<file path="src/hw/rtl/vtr_pkg.sv">
`timescale 1ns / 1ps
// Shared types, constants and helpers for the virtual texture residency block.
// Used by vtr_ctrl, vtr_datapath and the top module under hw/rtl; depends on nothing.
package vtr_pkg;

  localparam int unsigned MipLevels = 8;
  localparam int unsigned VirtSide  = 128;
  localparam int unsigned AtlasSide = 8;

  localparam int unsigned SlotCount = AtlasSide * AtlasSide;
  localparam int unsigned SlotW     = $clog2(SlotCount);
  localparam int unsigned LvlW      = 4;   // covers up to 16 levels
  localparam int unsigned SideW     = 13;  // holds 4096

  function automatic int unsigned table_depth();
    int unsigned acc;
    acc = 0;
    for (int unsigned k = 0; k < MipLevels; k++) begin
      acc += (VirtSide >> k) * (VirtSide >> k);
    end
    return acc;
  endfunction

  localparam int unsigned TableDepth = table_depth();
  localparam int unsigned IdxW       = $clog2(TableDepth);

  typedef enum logic [1:0] {
    ActFeedback = 2'd0,
    ActComplete = 2'd1,
    ActLookup   = 2'd2
  } action_e;

  typedef enum logic [2:0] {
    StRequested = 3'd0,
    StKnown     = 3'd1,
    StRange     = 3'd2,
    StPlaced    = 3'd3,
    StFull      = 3'd4,
    StLookup    = 3'd5
  } status_e;

  typedef enum logic [1:0] {
    SlotNone,
    SlotEntry,
    SlotChosen
  } slot_src_e;

  typedef enum logic [2:0] {
    PtNone,
    PtClear,
    PtFeedback,
    PtHit,
    PtFull,
    PtVictim,
    PtPlace
  } pt_wr_e;

  typedef enum logic [3:0] {
    SClear,
    SIdle,
    SIdx,
    SRd,
    SUse,
    SFree,
    SOwnRd,
    SOwnIdx,
    SPtRd,
    SCmp,
    SEvict,
    SPlace,
    SOut
  } state_e;

  typedef struct packed {
    logic [31:0]      last_use;
    logic [SlotW-1:0] slot;
    logic             resident;
    logic             pending;
  } page_entry_t;

  typedef struct packed {
    logic      load;
    logic      calc_main;
    logic      calc_owner;
    pt_wr_e    pt_wr;
    logic      cur_keep;
    logic      lvl_inc;
    logic      cnt_clr;
    logic      cnt_inc;
    logic      choose_cnt;
    logic      choose_best;
    logic      best_upd;
    logic      res_set;
    status_e   res_status;
    slot_src_e res_slot;
    logic      res_found;
    logic      out_load;
  } vtr_cmd_t;

  typedef struct packed {
    logic    clr_last;
    action_e action;
    logic    in_range;
    logic    first_lvl;
    logic    lvl_last;
    logic    resident;
    logic    pending;
    logic    taken_cur;
    logic    cnt_last;
    logic    older;
    logic    best_found;
    logic    out_free;
  } vtr_stat_t;

  function automatic logic [SideW-1:0] side_at(input logic [LvlW-1:0] m);
    return SideW'(VirtSide >> m);
  endfunction

  function automatic logic [IdxW-1:0] level_base(input logic [LvlW-1:0] m);
    logic [IdxW-1:0] acc;
    acc = '0;
    for (int unsigned k = 0; k < MipLevels; k++) begin
      if (LvlW'(k) < m) begin
        acc += IdxW'((VirtSide >> k) * (VirtSide >> k));
      end
    end
    return acc;
  endfunction

endpackage

</file>
<file path="src/hw/rtl/vtr_ctrl.sv">
`timescale 1ns / 1ps
// Sequencer for the residency block: clear pass, decode, slot scans, output.
// Depends on vtr_pkg.
module vtr_ctrl (
  input  logic               clk_i,
  input  logic               rst_ni,
  input  logic               in_valid_i,
  output logic               in_ready_o,
  input  vtr_pkg::vtr_stat_t stat_i,
  output vtr_pkg::vtr_cmd_t  cmd_o
);

  vtr_pkg::state_e state_q, state_d;

  always_ff @(posedge clk_i or negedge rst_ni) begin
    if (!rst_ni) begin
      state_q <= vtr_pkg::SClear;
    end else begin
      state_q <= state_d;
    end
  end

  always_comb begin
    state_d    = state_q;
    cmd_o      = '0;
    cmd_o.pt_wr      = vtr_pkg::PtNone;
    cmd_o.res_status = vtr_pkg::StRequested;
    cmd_o.res_slot   = vtr_pkg::SlotNone;
    in_ready_o = 1'b0;
    unique case (state_q)
      vtr_pkg::SClear: begin
        cmd_o.pt_wr = vtr_pkg::PtClear;
        if (stat_i.clr_last) state_d = vtr_pkg::SIdle;
      end
      vtr_pkg::SIdle: begin
        in_ready_o = 1'b1;
        if (in_valid_i) begin
          cmd_o.load = 1'b1;
          state_d    = vtr_pkg::SIdx;
        end
      end
      vtr_pkg::SIdx: begin
        // unused action code: drop silently
        if (stat_i.action != vtr_pkg::ActFeedback && stat_i.action != vtr_pkg::ActComplete
            && stat_i.action != vtr_pkg::ActLookup) begin
          state_d = vtr_pkg::SIdle;
        end else begin
          cmd_o.calc_main = 1'b1;
          state_d         = vtr_pkg::SRd;
        end
      end
      vtr_pkg::SRd: state_d = vtr_pkg::SUse;
      vtr_pkg::SUse: begin
        state_d = vtr_pkg::SOut;
        if (!stat_i.in_range && stat_i.first_lvl) begin
          cmd_o.res_set    = 1'b1;
          cmd_o.res_status = vtr_pkg::StRange;
        end else begin
          unique case (stat_i.action)
            vtr_pkg::ActFeedback: begin
              cmd_o.pt_wr      = vtr_pkg::PtFeedback;
              cmd_o.res_set    = 1'b1;
              cmd_o.res_status = stat_i.resident ? vtr_pkg::StKnown
                               : (stat_i.pending ? vtr_pkg::StKnown : vtr_pkg::StRequested);
            end
            vtr_pkg::ActComplete: begin
              cmd_o.cur_keep = 1'b1;
              if (stat_i.resident) begin
                cmd_o.pt_wr      = vtr_pkg::PtHit;
                cmd_o.res_set    = 1'b1;
                cmd_o.res_status = vtr_pkg::StKnown;
                cmd_o.res_slot   = vtr_pkg::SlotEntry;
              end else begin
                cmd_o.cnt_clr = 1'b1;
                state_d       = vtr_pkg::SFree;
              end
            end
            default: begin
              if (stat_i.in_range && stat_i.resident) begin
                cmd_o.res_set    = 1'b1;
                cmd_o.res_status = vtr_pkg::StLookup;
                cmd_o.res_slot   = vtr_pkg::SlotEntry;
                cmd_o.res_found  = 1'b1;
              end else if (!stat_i.lvl_last) begin
                cmd_o.lvl_inc = 1'b1;
                state_d       = vtr_pkg::SIdx;
              end else begin
                cmd_o.res_set    = 1'b1;
                cmd_o.res_status = vtr_pkg::StLookup;
              end
            end
          endcase
        end
      end
      vtr_pkg::SFree: begin
        if (!stat_i.taken_cur) begin
          cmd_o.choose_cnt = 1'b1;
          state_d          = vtr_pkg::SPlace;
        end else if (stat_i.cnt_last) begin
          cmd_o.cnt_clr = 1'b1;
          state_d       = vtr_pkg::SOwnRd;
        end else begin
          cmd_o.cnt_inc = 1'b1;
        end
      end
      vtr_pkg::SOwnRd:  state_d = vtr_pkg::SOwnIdx;
      vtr_pkg::SOwnIdx: begin
        cmd_o.calc_owner = 1'b1;
        state_d          = vtr_pkg::SPtRd;
      end
      vtr_pkg::SPtRd: state_d = vtr_pkg::SCmp;
      vtr_pkg::SCmp: begin
        cmd_o.best_upd = stat_i.older;
        if (stat_i.cnt_last) begin
          state_d = vtr_pkg::SEvict;
        end else begin
          cmd_o.cnt_inc = 1'b1;
          state_d       = vtr_pkg::SOwnRd;
        end
      end
      vtr_pkg::SEvict: begin
        if (stat_i.best_found) begin
          cmd_o.pt_wr       = vtr_pkg::PtVictim;
          cmd_o.choose_best = 1'b1;
          state_d           = vtr_pkg::SPlace;
        end else begin
          cmd_o.pt_wr      = vtr_pkg::PtFull;
          cmd_o.res_set    = 1'b1;
          cmd_o.res_status = vtr_pkg::StFull;
          state_d          = vtr_pkg::SOut;
        end
      end
      vtr_pkg::SPlace: begin
        cmd_o.pt_wr      = vtr_pkg::PtPlace;
        cmd_o.res_set    = 1'b1;
        cmd_o.res_status = vtr_pkg::StPlaced;
        cmd_o.res_slot   = vtr_pkg::SlotChosen;
        state_d          = vtr_pkg::SOut;
      end
      vtr_pkg::SOut: begin
        if (stat_i.out_free) begin
          cmd_o.out_load = 1'b1;
          state_d        = vtr_pkg::SIdle;
        end
      end
      default: state_d = vtr_pkg::SIdle;
    endcase
  end

endmodule

</file>
<file path="config.mk">
export PLATFORM = sky130hd
export DESIGN_NAME = vtr_ctrl
export DESIGN_NICKNAME = d
export VERILOG_FILES = /design/src/hw/rtl/vtr_pkg.sv /design/src/hw/rtl/vtr_ctrl.sv
export SDC_FILE = /design/constraint.sdc
export NUM_CORES = 1
export LEC_CHECK = 0
export ABC_CLOCK_PERIOD_IN_PS = 1650
export BUFFER_PORTS_ARGS = -buffer_cell sky130_fd_sc_hd__clkbuf_2
export CAP_MARGIN = 20
export CORE_ASPECT_RATIO = 0.8
export CORE_MARGIN = 2
export CORE_UTILIZATION = 40
export DETAILED_ROUTE_END_ITERATION = 8
export GPL_TIMING_DRIVEN = 0
export MAX_ROUTING_LAYER = met4
export PLACE_DENSITY_LB_ADDON = 0.12
export REMOVE_ABC_BUFFERS = 1
export SLEW_MARGIN = 0
export SYNTH_ARGS = -nofsm -noshare
export SYNTH_HDL_FRONTEND = slang
export SYNTH_SLANG_ARGS = --single-unit
</file>
<file path="constraint.sdc">
create_clock -name clk_i -period 1.65 [get_ports clk_i]
set_clock_uncertainty 0.2 [all_clocks]
set_input_delay 0.0825 -clock clk_i [delete_from_list [all_inputs] [get_ports clk_i]]
set_output_delay 0.0825 -clock clk_i [all_outputs]
set_load 0.005 [all_outputs]
</file>
==> impl_metrics.env <==
export IMPL_outcome="complete, but fails checks"
export IMPL_violations="setup timing"
export IMPL_r2r_cells=7
export IMPL_tns_ps=-7127
export IMPL_synth_area_um2=734.5
export IMPL_drtAntennaViolNets=0
export IMPL_grt_pass1_wl_um=4340
export IMPL_clk_latency_ps=240
export IMPL_h_tree_depth=1
export IMPL_die_width_um=51.91
export IMPL_r2r_start="state_q[3]"
export IMPL_fin_nets=184
export IMPL_fillCellCount=103
export IMPL_wire_per_inst_um=20.39
export IMPL_regMostFlops="state_q"
export IMPL_grt_max_degree=16
export IMPL_fp_dieArea_mm2=0.002197
export IMPL_final_cell_mix="clkbuf_2 (28), buf_4 (17), nand2_1 (9)"
export IMPL_start_kind="flop"
export IMPL_cts_buffer_depth=2
export IMPL_core_mm2=0.001675
export IMPL_required_ps=1370
export IMPL_drt_iter0_markers=83
export IMPL_antenna_found_initial=0
export IMPL_hold_violations=0
export IMPL_hpwl_um=1566
export IMPL_grt_met3_usage_pct=3.571
export IMPL_cp_max_fo=3
export IMPL_finalCritPeriodShare_pct=137.4
export IMPL_crit_arrival_ps=1980
export IMPL_grt_overflow_total=0
export IMPL_setup_slack_ps=-616.9
export IMPL_wl_um=3752
export IMPL_rsz0062_at_grt="yes"
export IMPL_diodes=0
export IMPL_use_met2_pct=45.06
export IMPL_grt_pass1_vias=930
export IMPL_ir_worst_vdd_mv=0.8496
export IMPL_cpMaxStageDelayCell="or3b_4"
export IMPL_met1_usage_pct=31.82
export IMPL_slew_headroom_pct=71.40
export IMPL_routabilityCongestion=0.8078
export IMPL_drc=0
export IMPL_via_count=1152
export IMPL_slew_viol_final=0
export IMPL_synthCells=102
export IMPL_cts_root_buf="clkbuf_4"
export IMPL_reg2reg_slack_ps=-480
export IMPL_startpoint="state_q[3]"
export IMPL_portBuffers=37
export IMPL_largest_register_ffs=4
export IMPL_clk_pin_slew_ps=40
export IMPL_critical_path_buf_inv_count=2
export IMPL_slowest_delay_ps=420
export IMPL_synthDistinctLibCells=40
export IMPL_worst_path_stages=7
export IMPL_setup_viol=23
export IMPL_cp_cell_sequence="inv_2 -> ha_4 -> or3b_4 -> nor4_4 -> nand2_1 -> nand2b_1 -> clkbuf_2"
export IMPL_initial_core_util_pct=43.84
export IMPL_ys_seq_area_share_pct=13.63
export IMPL_endpoint="cmd_o[2]"
export IMPL_numCtsBuffers=3
export IMPL_drive_above_1_share_pct=62.96
export IMPL_end_kind="output pin"
export IMPL_reg_largest_list="state_q: 4 flops"
export IMPL_cts_tree="built"
export IMPL_first_pass_iters=4
export IMPL_maxCapViolations=0
export IMPL_leakagePower_nw=0.6670
export IMPL_worst_slew_pin_slew_ps=426.5
export IMPL_top_usage_layer="met2"
export IMPL_max_freq_mhz=441.1
export IMPL_p_per_area_mw_per_mm2=1005
export IMPL_critPathKind="flop to output pin"
export IMPL_numClockSinks=4
export IMPL_avgSynthCellArea_um2=7.201
export IMPL_core_rowCount=13
export IMPL_grtUsageTotal_pct=27.58
export IMPL_die_h_um=42.33
export IMPL_final_common_cell="clkbuf_2"
export IMPL_io_pin_count=38
export IMPL_hold_worst_slack_ps=160.9
export IMPL_via_per_inst=6.261
export IMPL_syn_to_final_growth_pct=84.84
export IMPL_layout_min_cycle_time_ps=2267
export IMPL_hold_path_class="input port to flop"
export IMPL_r2r_end="state_q[0]"
export IMPL_crit_family="simple AND/OR/NAND/NOR gates"
export IMPL_yosys_warnings=0
export IMPL_ys_seq_elements=4
-- cell usage after synthesis --
cell type	n	area [um2]
and3_1	3	18.77
nand3b_1	3	22.52
a31oi_1	1	6.260
nand2_1	11	41.29
o221ai_1	1	8.760
o21a_1	2	15.01
or2_2	1	6.260
a21boi_0	1	7.510
or3b_1	1	8.760
a221o_1	1	10.01
buf_4	1	7.510
a21o_1	1	7.510
o31ai_1	1	7.510
nor3b_1	1	7.510
o22ai_1	1	6.260
a22o_1	2	17.52
o22a_1	1	8.760
inv_1	9	33.78
or2b_2	2	17.52
a211oi_1	2	15.01
o21ai_0	7	35.03
ha_1	4	50.05
and4_2	1	10.01
nor3_1	4	20.02
a221oi_2	1	15.01
nor2_1	6	22.52
o31a_1	1	8.760
nor2b_1	2	12.51
buf_6	2	22.52
nand4b_1	1	8.760
dfrtp_1	4	100.1
nand3_1	2	10.01
or3b_4	1	11.26
buf_2	1	5.000
nor4_4	1	21.27
and2b_2	1	8.760
a21oi_1	7	35.03
o211ai_1	1	7.510
nand2b_1	7	43.79
and2_1	2	12.51
-- worst min path at each step --
stage	startpoint	end	slack (ps)	cells past startpoint
floorplan	rst_ni	state_q[0]	-410	0
global placement	rst_ni	state_q[1]	-310	1
detailed placement	rst_ni	state_q[3]	-310	1
CTS	stat_i[3]	state_q[1]	140	4
global route	stat_i[10]	state_q[1]	180	3
finish	stat_i[10]	state_q[1]	160	3
-- repair_timing --
item / CTS / global route
resized for setup: 36 / 28
endpoints found under the setup margin: 25 / 25
endpoints found under the hold margin: 4 / 0
hold buffers: 2 / 0
pin swaps: 9 / 14
buffers inserted: 16 / 12
-- area by class of cell --
class | count | area [um2] | area share, %
Clock buffer | 3 | 22.52 | 1.659
Sequential cell | 4 | 103.9 | 7.650
Tap cell | 22 | 27.53 | 2.028
Multi-Input combinational cell | 85 | 754.5 | 55.58
Inverter | 9 | 38.79 | 2.857
Timing Repair Buffer | 61 | 410.4 | 30.23
-- cells by family after synthesis --
| group | after synthesis | share of synthesized area (%) |
|---|---|---|
| simple gates | 50 | 41.40 |
| fa+ha+maj | 4 | 6.815 |
| compound gates | 31 | 28.79 |
| flops | 4 | 13.63 |
| buf+inv | 13 | 9.369 |
-- routing by layer --
| layer | routed length, um | vias to the layer above |
|---|---|---|
| met2 | 1794 | 103 |
| li1 | - | 490 |
| met3 | 354 | 24 |
| met4 | 225 | 0 |
| met5 | 0 | - |
| met1 | 1377 | 535 |
-- report_power, final --
group          internal [W]  total [W]  switching [W]
sequential         0.000131   0.000197      0.0000653
combinational      0.000477    0.00104       0.000562
clock             0.0000818   0.000129      0.0000469
-- tightest hold or removal path, cell delays in order --
cell and delay, ps:
clkbuf_2 100, a21oi_1 220, o31a_1 160
-- per-stage QoR --
stage | power, W | cells | cell area, um2 | util (%) | setup slack [ps]
5_1_grt | 0.001430 | 184 | 1358 | 81.03 | -630.1
3_5_place_dp | 0.0007156 | 157 | 912.1 | 54.44 | -542.8
2_1_floorplan | 0.0005354 | 98 | 699.4 | - | -280.2
4_1_cts | 0.001053 | 178 | 1215 | 72.52 | -392.0
3_3_place_gp | 0.0007067 | 157 | 912.1 | 54.44 | -528.3
6_report | 0.001364 | 184 | 1358 | 81.03 | -616.9
Note: power is estimated with default switching activity, not from simulation.
